<file path="config.mk">
export PLATFORM = sky130hd
export DESIGN_NAME = min_max_sample_normalizer_flat
export DESIGN_NICKNAME = d
export VERILOG_FILES = /design/src/rtl/mmsn_pkg.sv /design/src/rtl/mmsn_if.sv /design/src/rtl/min_max_sample_normalizer.sv /design/src/flat_wrapper.sv
export SDC_FILE = /design/constraint.sdc
export NUM_CORES = 1
export LEC_CHECK = 0
export ABC_AREA = 1
export BUFFER_PORTS_ARGS = -buffer_cell sky130_fd_sc_hd__buf_2
export CAP_MARGIN = 20
export CORE_AREA = 2 2 365 331
export DETAILED_ROUTE_END_ITERATION = 6
export DIE_AREA = 0 0 367 333
export PLACE_DENSITY = 0.68
export SLEW_MARGIN = 15
export SYNTH_ARGS = -nofsm -noshare
export SYNTH_HDL_FRONTEND = slang
export SYNTH_SLANG_ARGS = --single-unit
</file>
<file path="constraint.sdc">
create_clock -name clk -period 8.6 [get_ports clk]
set_input_delay 0 -clock clk [delete_from_list [all_inputs] [get_ports clk]]
set_output_delay 0 -clock clk [all_outputs]
set_load 0.01 [all_outputs]
</file>
<file path="src/rtl/mmsn_pkg.sv">
// Shared constants and types for the min-max sample normalizer.
// No dependencies; compile first.
package mmsn_pkg;

  localparam int MAX_SAMPLES = 64;
  localparam int SAMPLE_W    = 16;
  localparam int NORM_W      = 17;
  localparam int ADDR_W      = $clog2(MAX_SAMPLES);
  localparam int COUNT_W     = $clog2(MAX_SAMPLES + 1);
  localparam int DIV_STEPS   = NORM_W;
  localparam int STEP_W      = $clog2(DIV_STEPS);

  typedef enum logic [1:0] {
    S_IDLE,
    S_READ,
    S_DIV,
    S_PUT
  } state_t;

endpackage

</file>
<file path="src/rtl/mmsn_if.sv">
// Request channels for the min-max sample normalizer: samples in, results out.
// Depends on mmsn_pkg.
interface mmsn_in_if
  import mmsn_pkg::*;
();
  logic                       valid;
  logic                       ready;
  logic signed [SAMPLE_W-1:0] sample;
  logic                       last_sample;

  modport source(output valid, sample, last_sample, input ready);
  modport sink(input valid, sample, last_sample, output ready);
endinterface

interface mmsn_out_if
  import mmsn_pkg::*;
();
  logic              valid;
  logic              ready;
  logic [NORM_W-1:0] normalized;
  logic              last_result;
  logic              overflowed;

  modport source(output valid, normalized, last_result, overflowed, input ready);
  modport sink(input valid, normalized, last_result, overflowed, output ready);
endinterface

</file>
<file path="src/rtl/min_max_sample_normalizer.sv">
// Min-max sample normalizer top level: sample store, running extremes,
// shared restoring divider and output register. Depends on mmsn_pkg, mmsn_if.
//
// Usage:
//   samples: one signed 16-bit sample per request; last_sample ends the set.
//   results: one request per stored sample, in arrival order, carrying
//     (x - min) / (max - min) as unsigned Q1.16, truncated toward zero.
//   Samples are loaded while the block is idle. Up to MAX_SAMPLES samples are kept;
//   later ones are dropped and flag every result of the set as overflowed.
//   After the ending sample, the block reads the store one entry at a time
//   and runs a 17-step restoring divider, one quotient bit per cycle, for
//   each entry. The store read for the next entry happens in the same cycle
//   as the output load of the current result. samples.ready is low from
//   the ending sample until the last result is loaded into the output
//   register. A flat set (max equals min) gives zeros.
//   A stalled receiver holds the output register; the divider waits for the
//   register to free before loading the next result.
//   Reset (rst, synchronous) empties the set and drops any pending result.
module min_max_sample_normalizer
  import mmsn_pkg::*;
(
  input  logic       clk,
  input  logic       rst,
  mmsn_in_if.sink    samples,
  mmsn_out_if.source results
);

  logic signed [SAMPLE_W-1:0] mem [MAX_SAMPLES];

  state_t                     state;
  state_t                     state_next;
  logic [COUNT_W-1:0]         count;
  logic signed [SAMPLE_W-1:0] min_val;
  logic signed [SAMPLE_W-1:0] max_val;
  logic                       ovf;
  logic [ADDR_W-1:0]          idx;
  logic signed [SAMPLE_W-1:0] rd_data;
  logic [SAMPLE_W-1:0]        range_val;
  logic [SAMPLE_W-1:0]        rem;
  logic [NORM_W-1:0]          quo;
  logic [STEP_W-1:0]          step;
  logic                       out_valid;

  logic                       accept;
  logic                       slot_free;
  logic                       is_last;
  logic                       load_out;
  logic                       rd_next;
  logic [ADDR_W-1:0]          rd_addr;
  logic [NORM_W-1:0]          diff;
  logic [NORM_W-1:0]          trial;
  logic                       ge;
  logic [NORM_W-1:0]          sub;
  logic [NORM_W-1:0]          range_ext;

  assign accept    = samples.valid && samples.ready;
  assign slot_free = !out_valid || results.ready;
  assign is_last   = ({1'b0, idx} == count - COUNT_W'(1));

  always_comb begin
    state_next = state;
    case (state)
      S_IDLE: begin
        if (accept && samples.last_sample) state_next = S_READ;
      end
      S_READ: state_next = S_DIV;
      S_DIV: begin
        if (step == STEP_W'(DIV_STEPS - 1)) state_next = S_PUT;
      end
      S_PUT: begin
        if (slot_free) state_next = is_last ? S_IDLE : S_DIV;
      end
      default: state_next = S_IDLE;
    endcase
  end

  always_comb begin
    samples.ready = (state == S_IDLE);
    load_out      = (state == S_PUT) && slot_free;
    rd_next       = (state == S_PUT);
  end

  assign rd_addr = rd_next ? idx + ADDR_W'(1) : idx;

  // divider datapath: one restoring step per cycle
  assign diff      = NORM_W'({rd_data[SAMPLE_W-1], rd_data} - {min_val[SAMPLE_W-1], min_val});
  assign range_ext = {1'b0, range_val};
  assign trial     = (step == '0) ? diff : {rem, 1'b0};
  assign ge        = (trial >= range_ext);
  assign sub       = trial - range_ext;

  always_ff @(posedge clk) begin
    if (accept && (count < COUNT_W'(MAX_SAMPLES))) mem[count[ADDR_W-1:0]] <= samples.sample;
    rd_data <= mem[rd_addr];
  end

  always_ff @(posedge clk) begin
    if (rst) begin
      state <= S_IDLE;
    end else begin
      state <= state_next;
    end
  end

  always_ff @(posedge clk) begin
    if (rst) begin
      count   <= '0;
      min_val <= '0;
      max_val <= '0;
      ovf     <= 1'b0;
      idx     <= '0;
      step    <= '0;
    end else begin
      case (state)
        S_IDLE: begin
          if (accept) begin
            if (count < COUNT_W'(MAX_SAMPLES)) begin
              count <= count + COUNT_W'(1);
              if (count == '0) begin
                min_val <= samples.sample;
                max_val <= samples.sample;
              end else begin
                if (samples.sample < min_val) min_val <= samples.sample;
                if (samples.sample > max_val) max_val <= samples.sample;
              end
            end else begin
              ovf <= 1'b1;
            end
            idx  <= '0;
            step <= '0;
          end
        end
        S_DIV: begin
          step <= (step == STEP_W'(DIV_STEPS - 1)) ? '0 : step + STEP_W'(1);
        end
        S_PUT: begin
          if (slot_free) begin
            if (is_last) begin
              count   <= '0;
              min_val <= '0;
              max_val <= '0;
              ovf     <= 1'b0;
            end else begin
              idx <= idx + ADDR_W'(1);
            end
          end
        end
        default: ;
      endcase
    end
  end

  always_ff @(posedge clk) begin
    if (state == S_READ) range_val <= SAMPLE_W'(max_val - min_val);
    if (state == S_DIV) begin
      rem <= SAMPLE_W'(ge ? sub : trial);
      quo <= {quo[NORM_W-2:0], ge};
    end
  end

  always_ff @(posedge clk) begin
    if (rst) begin
      out_valid <= 1'b0;
    end else if (load_out) begin
      out_valid <= 1'b1;
    end else if (results.ready) begin
      out_valid <= 1'b0;
    end
  end

  always_ff @(posedge clk) begin
    if (load_out) begin
      results.normalized  <= (range_val == '0) ? '0 : quo;
      results.last_result <= is_last;
      results.overflowed  <= ovf;
    end
  end

  assign results.valid = out_valid;

  a_count_bound: assert property (@(posedge clk) disable iff (rst)
    count <= COUNT_W'(MAX_SAMPLES))
    else $error("stored count beyond capacity");

  a_busy_has_samples: assert property (@(posedge clk) disable iff (rst)
    (state != S_IDLE) |-> (count != '0))
    else $error("emitting with an empty set");

  a_min_le_max: assert property (@(posedge clk) disable iff (rst)
    (count != '0) |-> (min_val <= max_val))
    else $error("running minimum above maximum");

  a_quotient_bound: assert property (@(posedge clk) disable iff (rst)
    load_out |-> (quo <= NORM_W'(1 << (NORM_W - 1))) || (range_val == '0))
    else $error("quotient above 1.0");

endmodule
</file>
<file path="src/flat_wrapper.sv">
// flat-port wrapper written by rule: the top's interface ports become plain ports
module min_max_sample_normalizer_flat import mmsn_pkg::*;
  (clk, rst, samples_valid, samples_sample, samples_last_sample, samples_ready, results_valid, results_normalized, results_last_result, results_overflowed, results_ready);
  mmsn_in_if samples_i ();
  mmsn_out_if results_i ();
  input  logic clk;
  input  logic rst;
  input wire logic [$bits(samples_i.valid)-1:0] samples_valid;
  input wire logic [$bits(samples_i.sample)-1:0] samples_sample;
  input wire logic [$bits(samples_i.last_sample)-1:0] samples_last_sample;
  output wire logic [$bits(samples_i.ready)-1:0] samples_ready;
  output wire logic [$bits(results_i.valid)-1:0] results_valid;
  output wire logic [$bits(results_i.normalized)-1:0] results_normalized;
  output wire logic [$bits(results_i.last_result)-1:0] results_last_result;
  output wire logic [$bits(results_i.overflowed)-1:0] results_overflowed;
  input wire logic [$bits(results_i.ready)-1:0] results_ready;
  assign samples_i.valid = samples_valid;
  assign samples_i.sample = samples_sample;
  assign samples_i.last_sample = samples_last_sample;
  assign samples_ready = samples_i.ready;
  assign results_valid = results_i.valid;
  assign results_normalized = results_i.normalized;
  assign results_last_result = results_i.last_result;
  assign results_overflowed = results_i.overflowed;
  assign results_i.ready = results_ready;
  min_max_sample_normalizer u_core (.clk(clk), .rst(rst), .samples(samples_i), .results(results_i));
endmodule
</file>
## Yosys cells after proc, flatten, opt, wreduce, memory -nomap -nowiden

Memory sizes are Yosys's and may differ from the RTL's. A register that Yosys moved wholly into a read port is not among the register bits.
Index checks and enable logic that the tools add are counted.

| cells by class | value |
|---|---|
| magnitude comparators | 4 |
| add/sub/neg operators | 7 |
| reductions and logical operators | 20 |
| equality and inequality tests | 15 |
| multiplexer cells | 41 |

Operators by type and width:

| kind | number |
|---|---|
| $mux 16 | 11 |
| $pmux 16 s2 | 2 |
| $sub 16x16->16 | 2 |
| $mux 7 | 4 |
| $mux 6 | 4 |
| $ge 17x16->1 | 1 |
| $mux 17 | 1 |
| $sub 16x16->17 | 1 |
| $gt 16x16->1 | 1 |
| $logic_not 16->1 | 1 |
| $lt 16x16->1 | 1 |
| $pmux 7 s2 | 1 |
| $pmux 6 s2 | 1 |
| $reduce_and 6->1 | 2 |
| $mux 5 | 2 |
| $ne 2x2->1 const B | 5 |
| $pmux 5 s2 | 1 |
| $reduce_and 5->1 | 2 |
| $mux 1 | 8 |
| $mux 2 | 4 |
| $pmux 2 s4 | 1 |
| $add 7x1->7 const B | 1 |
| $eq 6x7->1 | 1 |
| $logic_not 7->1 | 1 |
| other kinds (19) | 28 |

| storage, ports and cells | value |
|---|---|
| bits of input ports | 21 |
| register bits after elaboration | 122 |
| word-level logic and storage cells | 102 |
| output and inout bits | 21 |
| memory bits (writable) | 1024 |
| memories | 1 |

Memories:

| memory | depth | width | rd ports | clocked after Yosys merged registers in | wr ports | line | text |
|---|---|---|---|---|---|---|---|
| u_core.mem | 64 | 16 | 1 | 1 | 1 | min_max_sample_normalizer.sv:28 | `logic signed [SAMPLE_W-1:0] mem [MAX_SAMPLES];` |

## Longest topological paths before layout

Gate-level depths: netlist (run 1).

| logic depth | value |
|---|---|
| word-level depth | 6 |
| depth in mapped cells | 26 |
| depth with buffers taken out | 26 |

## Least setup slack after synthesis (run 1)

Ideal clock, no wire load.

| timing | value |
|---|---|
| path type | reg-to-reg |
| from | register u_core.min_val[0] |
| to | register u_core.rem[12] (data pin) |
| buffers on the path | 1 |
| setup slack | 5.221 ns |
| arrival time | 3.126 ns |
| library setup time | 0.253 ns |
| required time | 8.347 ns |
| stages on the path, launching flop included | 23 |
| clock period less this slack | 3.379 ns |
| path through | dfxtp_1 -> ha_1 -> inv_1 -> fa_1 -> nand2_1 -> nand2_1 -> and2_1 -> a21oi_1 -> nor2_1 -> o21ai_0 -> inv_1 -> ha_1 -> a21oi_2 -> o21ai_0 -> nand2_1 -> nand3_1 -> nand2_1 -> o211ai_2 -> nand2_2 -> nand3_2 -> buf_2 -> nand2_1 -> nand2_1 |

| between the ends | value |
|---|---|
| word-level cells in the longest chain between the ends | 4 |
| elaborated cells on any way between the ends | 5 |
| classes of those cells | add/sub (2); order compare (1); mux (2) |

RTL lines:

| item | line | text |
|---|---|---|
| start, declared | min_max_sample_normalizer.sv:33 | `logic signed [SAMPLE_W-1:0] min_val;` |
| start signal, assigned | min_max_sample_normalizer.sv:120 | `min_val <= samples.sample;` |
| start signal, assigned | min_max_sample_normalizer.sv:123 | `if (samples.sample < min_val) min_val <= samples.sample;` |
| $sub 16x16->17 | min_max_sample_normalizer.sv:86 | `assign diff = NORM_W'({rd_data[SAMPLE_W-1], rd_data} - {min_val[SAMPLE_W-1], min_val});` |
| $mux 17 | min_max_sample_normalizer.sv:88 | `assign trial = (step == '0) ? diff : {rem, 1'b0};` |
| $ge 17x16->1 | min_max_sample_normalizer.sv:89 | `assign ge = (trial >= range_ext);` |
| named net u_core.ge | min_max_sample_normalizer.sv:52 | `logic ge;` |
| $mux 16 | min_max_sample_normalizer.sv:156 | `rem <= SAMPLE_W'(ge ? sub : trial);` |
| end signal, assigned | min_max_sample_normalizer.sv:156 |  |
| end, declared | min_max_sample_normalizer.sv:39 | `logic [SAMPLE_W-1:0] rem;` |

The timed path passes the listed nets, and every way through them passes these cells.
A chain may end at the register's enable or synchronous reset.

## Worst setup path after layout (run 1)

| timing | value |
|---|---|
| from | register u_core.state[0] |
| to | register u_core.rd_data[11] (read register of u_core.mem) |

| between the ends | value |
|---|---|
| word-level cells in the longest chain between the ends | 2 |

RTL lines:

| item | line | text |
|---|---|---|
| start, declared | min_max_sample_normalizer.sv:30 | `state_t state;` |
| start signal, assigned | min_max_sample_normalizer.sv:101 | `state <= state_next;` |
| $eq 2x2->1 | min_max_sample_normalizer.sv:80 | `rd_next = (state == S_PUT);` |
| $mux 6 | min_max_sample_normalizer.sv:83 | `assign rd_addr = rd_next ? idx + ADDR_W'(1) : idx;` |
| end, declared | min_max_sample_normalizer.sv:37 | `logic signed [SAMPLE_W-1:0] rd_data;` |

No other way between the ends.

==> results of run 1 <==
-- state kept, by name, summed over array words and instances (netlist names), 2 cells and up --
name / cells
u_core.range_val: 16
u_core.state: 2
u_core.rd_data: 16
u_core.step: 5
u_core.count: 7
u_core.quo: 17
u_core.max_val: 16
u_core.mem: 1024
u_core.rem: 16
u_core.min_val: 16
u_core.results.normalized: 17
u_core.idx: 6
-- stage by stage --
stage               utilization [%]  cell area [um2]  std cells  power [mW]  setup WS, ns
floorplan                         -            50600       4549        9.29          5.22
global placement               44.3            52400       6006        10.4          3.94
detailed placement             44.3            52400       6009        10.5          3.96
CTS                            47.5            56200       6232        15.2          3.96
global route                   47.5            56200       6234        15.9          3.66
finish                         47.5            56200       6234        15.3          3.80
-- area by class of cell --
class,instances,area share [%]
multi-input cells,2931,25.7
well taps,1586,3.53
repair buffers,176,2.39
inverters,172,1.18
clock inverters,67,1.24
flip-flops and latches,1162,60.8
clock buffers,140,5.13
-- cells by family (layout without fill, tap and decap cells) --
| family | count (synthesis) | in the layout | share of synthesized area (%) |
|---|---|---|---|
| compound gates | 198 | 198 | 2.29 |
| fa+ha+maj | 87 | 87 | 2.20 |
| flops | 1162 | 1162 | 67.6 |
| buf+inv | 456 | 555 | 3.99 |
| mux | 18 | 18 | 0.356 |
| simple gates | 2590 | 2590 | 22.9 |
| xor+xnor | 38 | 38 | 0.658 |
-- report_power, final --
part | leakage [nW] | internal, mW | switching [mW] | total, mW
combinational | 8.28 | 1.21 | 2.63 | 3.84
sequential | 10.4 | 6.43 | 0.143 | 6.58
clock | 1.72 | 2.69 | 2.16 | 4.85
total | 20.4 | 10.3 | 4.94 | 15.3
-- metal layers --
| layer | GRT usage, % | share of wire [%] | vias to the layer above |
|---|---|---|---|
| met2 | 34.3 | 45 | 1762 |
| met1 | 32.1 | 41 | 17312 |
| met3 | 4.94 | 11 | 269 |
| li1 | - | - | 16210 |
| met4 | 6.80 | 3.0 | 6 |
| met5 | 0 | 0.029 | - |
-- worst paths after layout --
path | startpoint | end | depth (start not counted)
setup reg to reg | u_core.state[0] | u_core.rd_data[11] | 12
setup / recovery | u_core.state[0] | u_core.rd_data[11] | 12
hold / removal | samples_sample[6] | u_core.mem[63][6] | 2
hold reg to reg | u_core.quo[12] | u_core.quo[13] | 0
-- cell usage in the layout (no fill, tap or decap), drive strengths merged, types with 3 or more instances in the layout --
master / count
a21boi: 3
a21o: 8
a21oi: 88
and2: 4
buf: 160
bufinv: 10
clkbuf: 140
clkinv: 49
clkinvlp: 8
dfxtp: 70
dlygate4sd3: 16
edfxtp: 1092
fa: 3
ha: 84
inv: 172
mux2i: 18
nand2: 1149
nand3: 1054
nand3b: 5
nand4: 159
nor2: 198
nor3: 7
nor4: 4
o211ai: 18
o21a: 16
o21ai: 51
o21bai: 4
o31ai: 3
or2: 8
xnor2: 14
xor2: 24
-- what timing repair did --
action	in CTS	in global routing
endpoints found under the hold margin	171	0
gates resized for setup	0	0
hold buffers	16	0
buffers inserted	0	0
==> reports/results.ini, run 1 <==
[clocking]
clock_latency_ns=0.74
cts_root_buf=clkbuf_16
clock_path_buffers=3
cts.sink_count=1162
cts_tree=done
path_clk_slew_ns=0.06
cts.htree.levels=3
cts_buffers=110

[critical_path]
max_stage_delay_ns=0.88
worstPathBufferInverterCount=3
critical_path.most_common_cell=nand3_1
crit_required_ns=9.27
worstSetupPathType=reg -> reg
crit_fanout=80
critPathCaptureType=register
startpoint_type=register
r2r_slack_ns=3.80
crit_slowest_cell=buf_4
worst_ep_arrival_time_ns=5.47
cp_top_family=buffers and inverters
path_cells=nand2_2, inv_4, ha_4, buf_4, buf_4, nand2_1, nand4_1, nand3_1, nand3_1, nand3_1, nand2_1, o21a_1

[timing]
fin_crit_sh_pct=55.8
setup_tns_ns=0
period_minus_slack_ns=4.80
rsz0062_at_grt=false
fmax_mhz=208
holdWs_ns=0.0584
finalSetupViolations=0
slew_headroom_pct=24.7
slew_viol_final=0
hold_violations=0
worst-slew-pin-transition_ns=1.13
skew_ns=0.0638

[run_status]
outcome=completed

[synth]
ys.flop_type=edfxtp_1
synth_common_cells=1142 x nand2_1, 1092 x edfxtp_1, 1052 x nand3_1
postSynthAreaPerCell_um2=11.1
synth.area.top_cells=edfxtp_1 65%, nand3_1 10%, nand2_1 8.5%
synth_edf_count=1092
synth_top_cell_by_area=edfxtp_1
synth.cell_area_um2=50600
ys_async_sr_fraction_pct=0
yosysTopAreaCellShare_pct=64.8
ys_types=54
synth_seq_cells=1162
syn_nets=4657
yosysMostFrequentCell=nand2_1
synthCells=4549
yosysWarnings=0
ys_seq_area_share_pct=67.6

[global_route]
grt_max_degree=202
grt_pass1_wl_um=209000
overflow=0
antenna_found_initial=6
globalRouteTotalUtil_pct=22.5
grt_pass1_vias=32950

[run]
drv_cap=0

[cells_and_area]
layout.nets=4661
synthToLayoutAreaGrowth_pct=11.1
antenna_cells=0
seq_area_um2=34200
fillers=10609
drive_gt1_share_pct=7.75
multi_input_area_um2=14400

[placed_design]
portBuffers=41
dpl.hpwl_um=78500
gp_congestion=0.871

[hold_path]
min_path_type=in -> reg

[drt]
via_per_inst=5.70
drc=0
num_vias=35559
drt_iter0_markers=4762
wl_um=141000
drt-pass1-iter-count=6
wl_per_cell_um=22.6
postRouteAntennaNets=0

[floorplanning]
start_util_pct=42.8
io_pins=42
core-area_um2=118000
row_count=120
fp.dieArea_um2=122000
dieHeight_um=333
die_w_um=367

[power_and_ir_drop]
power.density_nw_per_um2=272
leakagePower_nw=20.4
ir_drop_uv=184

(Power assumes the default switching activity.)
==> run 2: changes to the inputs <==
- clock period: 8.6 -> 5 ns (I/O delays scaled with it)
==> reports/results.ini, run 2 (same netlist as run 1, synthesis figures left out) <==
[run_status]
outcome=complete, but fails checks
violations=design-rule violations

[cells_and_area]
multi_input_area_um2=14500  ; about the same
fillers=10520  ; -0.84%
seq_area_um2=34200  ; unchanged
layout.cells.most_common=nand2_1
layout.nets=4692  ; +0.67%
drive_gt1_share_pct=8.40  ; +0.65 points
final_cell_mix=1142 x nand2_1, 1092 x edfxtp_1, 1052 x nand3_1
synthToLayoutAreaGrowth_pct=12.3
final_area_um2=56800  ; +1.0%
largest_reg_flops=1024  ; unchanged

[power_and_ir_drop]
power.density_nw_per_um2=468  ; +72%
leakagePower_nw=20.7  ; +1.6%
ir_drop_uv=372  ; +100%

[drt]
drc=1  ; +1
num_vias=35590  ; +0.087%
postRouteAntennaNets=0  ; unchanged
via_per_inst=5.68  ; -0.44%
wl_per_cell_um=22.1  ; -2.3%
drt-pass1-iter-count=7  ; +1
drt_iter0_markers=4774  ; +0.25%
wl_um=138000  ; -1.8%

[timing]
fin_crit_sh_pct=86.1  ; +30 points
hold_violations=0  ; unchanged
slew_viol_final=0  ; unchanged
worst-slew-pin-transition_ns=1.10  ; -0.0247 ns
skew_ns=0.0454  ; -0.0183 ns
finalSetupViolations=0  ; unchanged
fmax_mhz=232  ; +11%
slew_headroom_pct=26.2  ; +1.4 points
period_minus_slack_ns=4.30  ; -0.492 ns
rsz0062_at_grt=false
setup_tns_ns=0  ; unchanged

[clocking]
cts.htree.levels=3  ; unchanged
path_clk_slew_ns=0.07  ; about the same
post-cts-setup-buffer-count=0  ; unchanged
clock_latency_ns=0.73  ; about the same
clock_path_buffers=3  ; unchanged
cts_buffers=113  ; +2.7%
cts.sink_count=1162  ; unchanged
cts_root_buf=clkbuf_16
cts_tree=done

[floorplanning]
row_count=120  ; unchanged
die_w_um=367  ; unchanged
dieHeight_um=333  ; unchanged
core-area_um2=118000  ; unchanged
start_util_pct=42.8  ; unchanged
fp.dieArea_um2=122000  ; unchanged
io_pins=42  ; unchanged

[critical_path]
worstPathBufferInverterCount=2  ; -1
critical_path.most_common_cell=nand2_1
crit_fanout=26  ; -68%
critPathCaptureType=register
crit_slowest_cell=nand3_2
crit_end=u_core.rem[3]
max_stage_delay_ns=0.44  ; -0.44 ns
path_depth=20  ; +8
startpoint_type=register
reg2reg_to=u_core.rem[3]
r2r_slack_ns=0.70  ; -3.11 ns
r2r.worst_path.cells=20  ; +8
path_cells=ha_1, inv_1, fa_1, nand2_1, nand2_1, and2_1, a21oi_1, nor2_1, o21ai_0, inv_1, ha_1, a21oi_2, o21ai_0, nand2_1, nand3_1, nand2_1, o211ai_2, nand2_2, nand3_2, o21ai_0
worstSetupPathType=reg -> reg
cp_top_family=compound AO/OA/AOI/OAI gates
r2r_start=u_core.min_val[0]
crit_required_ns=5.52  ; -3.75 ns
worst_ep_arrival_time_ns=4.82  ; -0.65 ns
startpoint=u_core.min_val[0]

[global_route]
grt_pass1_vias=33037  ; +0.26%
grt_pass1_wl_um=207000  ; -1.1%
antenna_found_initial=4  ; -2
globalRouteTotalUtil_pct=22.2  ; -0.30 points
overflow=0  ; unchanged
grt_max_degree=175  ; -13%

[run]
drv_cap=0  ; unchanged

[placed_design]
dpl.hpwl_um=80100  ; +2.0%
placedInstanceArea_um2=52800  ; +0.60%
portBuffers=41  ; unchanged
gp_congestion=0.903  ; +3.7%

[hold_path]
min_path_type=in -> reg

[run 2: how the worst min path moves through the flow]
| stage | startpoint | endpoint | cells past startpoint |
|---|---|---|---|
| CTS | samples_sample[10] | u_core.mem[18][10] | 2 |
| global placement | results_ready | u_core.results.valid | 4 |
| detailed placement | results_ready | u_core.results.valid | 4 |
| global route | samples_sample[10] | u_core.mem[63][10] | 2 |
| floorplan | rst | u_core.ovf | 1 |
| finish | samples_sample[10] | u_core.mem[63][10] | 2 |
[run 2: power breakdown]
part           internal, mW  leakage, nW  switching (mW)  total [mW]
Sequential             11.1         10.4           0.150        11.2
Clock                  4.97         1.85            3.75        8.72
Combinational          2.12         8.48            4.51        6.63
[run 2: layout make-up]
type,instances,area share (%)
Sequential cell,1162,60.2
Multi-Input combinational cell,2931,25.4
Clock buffer,145,5.24
Tap cell,1586,3.49
Timing Repair Buffer,204,3.00
Clock inverter,66,1.43
Inverter,172,1.17
Antenna cell,1,0.00441
[run 2: timing repair]
item,in CTS,in global routing
gates resized for setup,0,0
hold buffers,20,0
endpoints found under the hold margin,282,0
[run 2: stage by stage]
| stage | cells | setup slack, ns | power [mW] | hold WS (ns) | utilization [%] |
|---|---|---|---|---|---|
| floorplan | 4549 | 1.62 | 16.0 | 0.0691 | - |
| global placement | 6032 | 0.744 | 17.9 | 0.293 | 44.6 |
| detailed placement | 6033 | 0.720 | 17.9 | 0.295 | 44.6 |
| CTS | 6264 | 0.686 | 26.6 | 0.101 | 48.0 |
| global route | 6266 | 0.189 | 27.8 | 0.126 | 48.0 |
| finish | 6267 | 0.696 | 26.6 | 0.155 | 48.0 |
[run 2: metal layers]
| layer | vias to the layer above | share of wire, % | global-route usage (%) |
|---|---|---|---|
| li1 | 16289 | - | - |
| met1 | 17276 | 42 | 31.8 |
| met2 | 1778 | 45 | 34.1 |
| met3 | 247 | 9.7 | 3.93 |
| met4 | 0 | 3.2 | 7.28 |
| met5 | - | 0 | 0 |
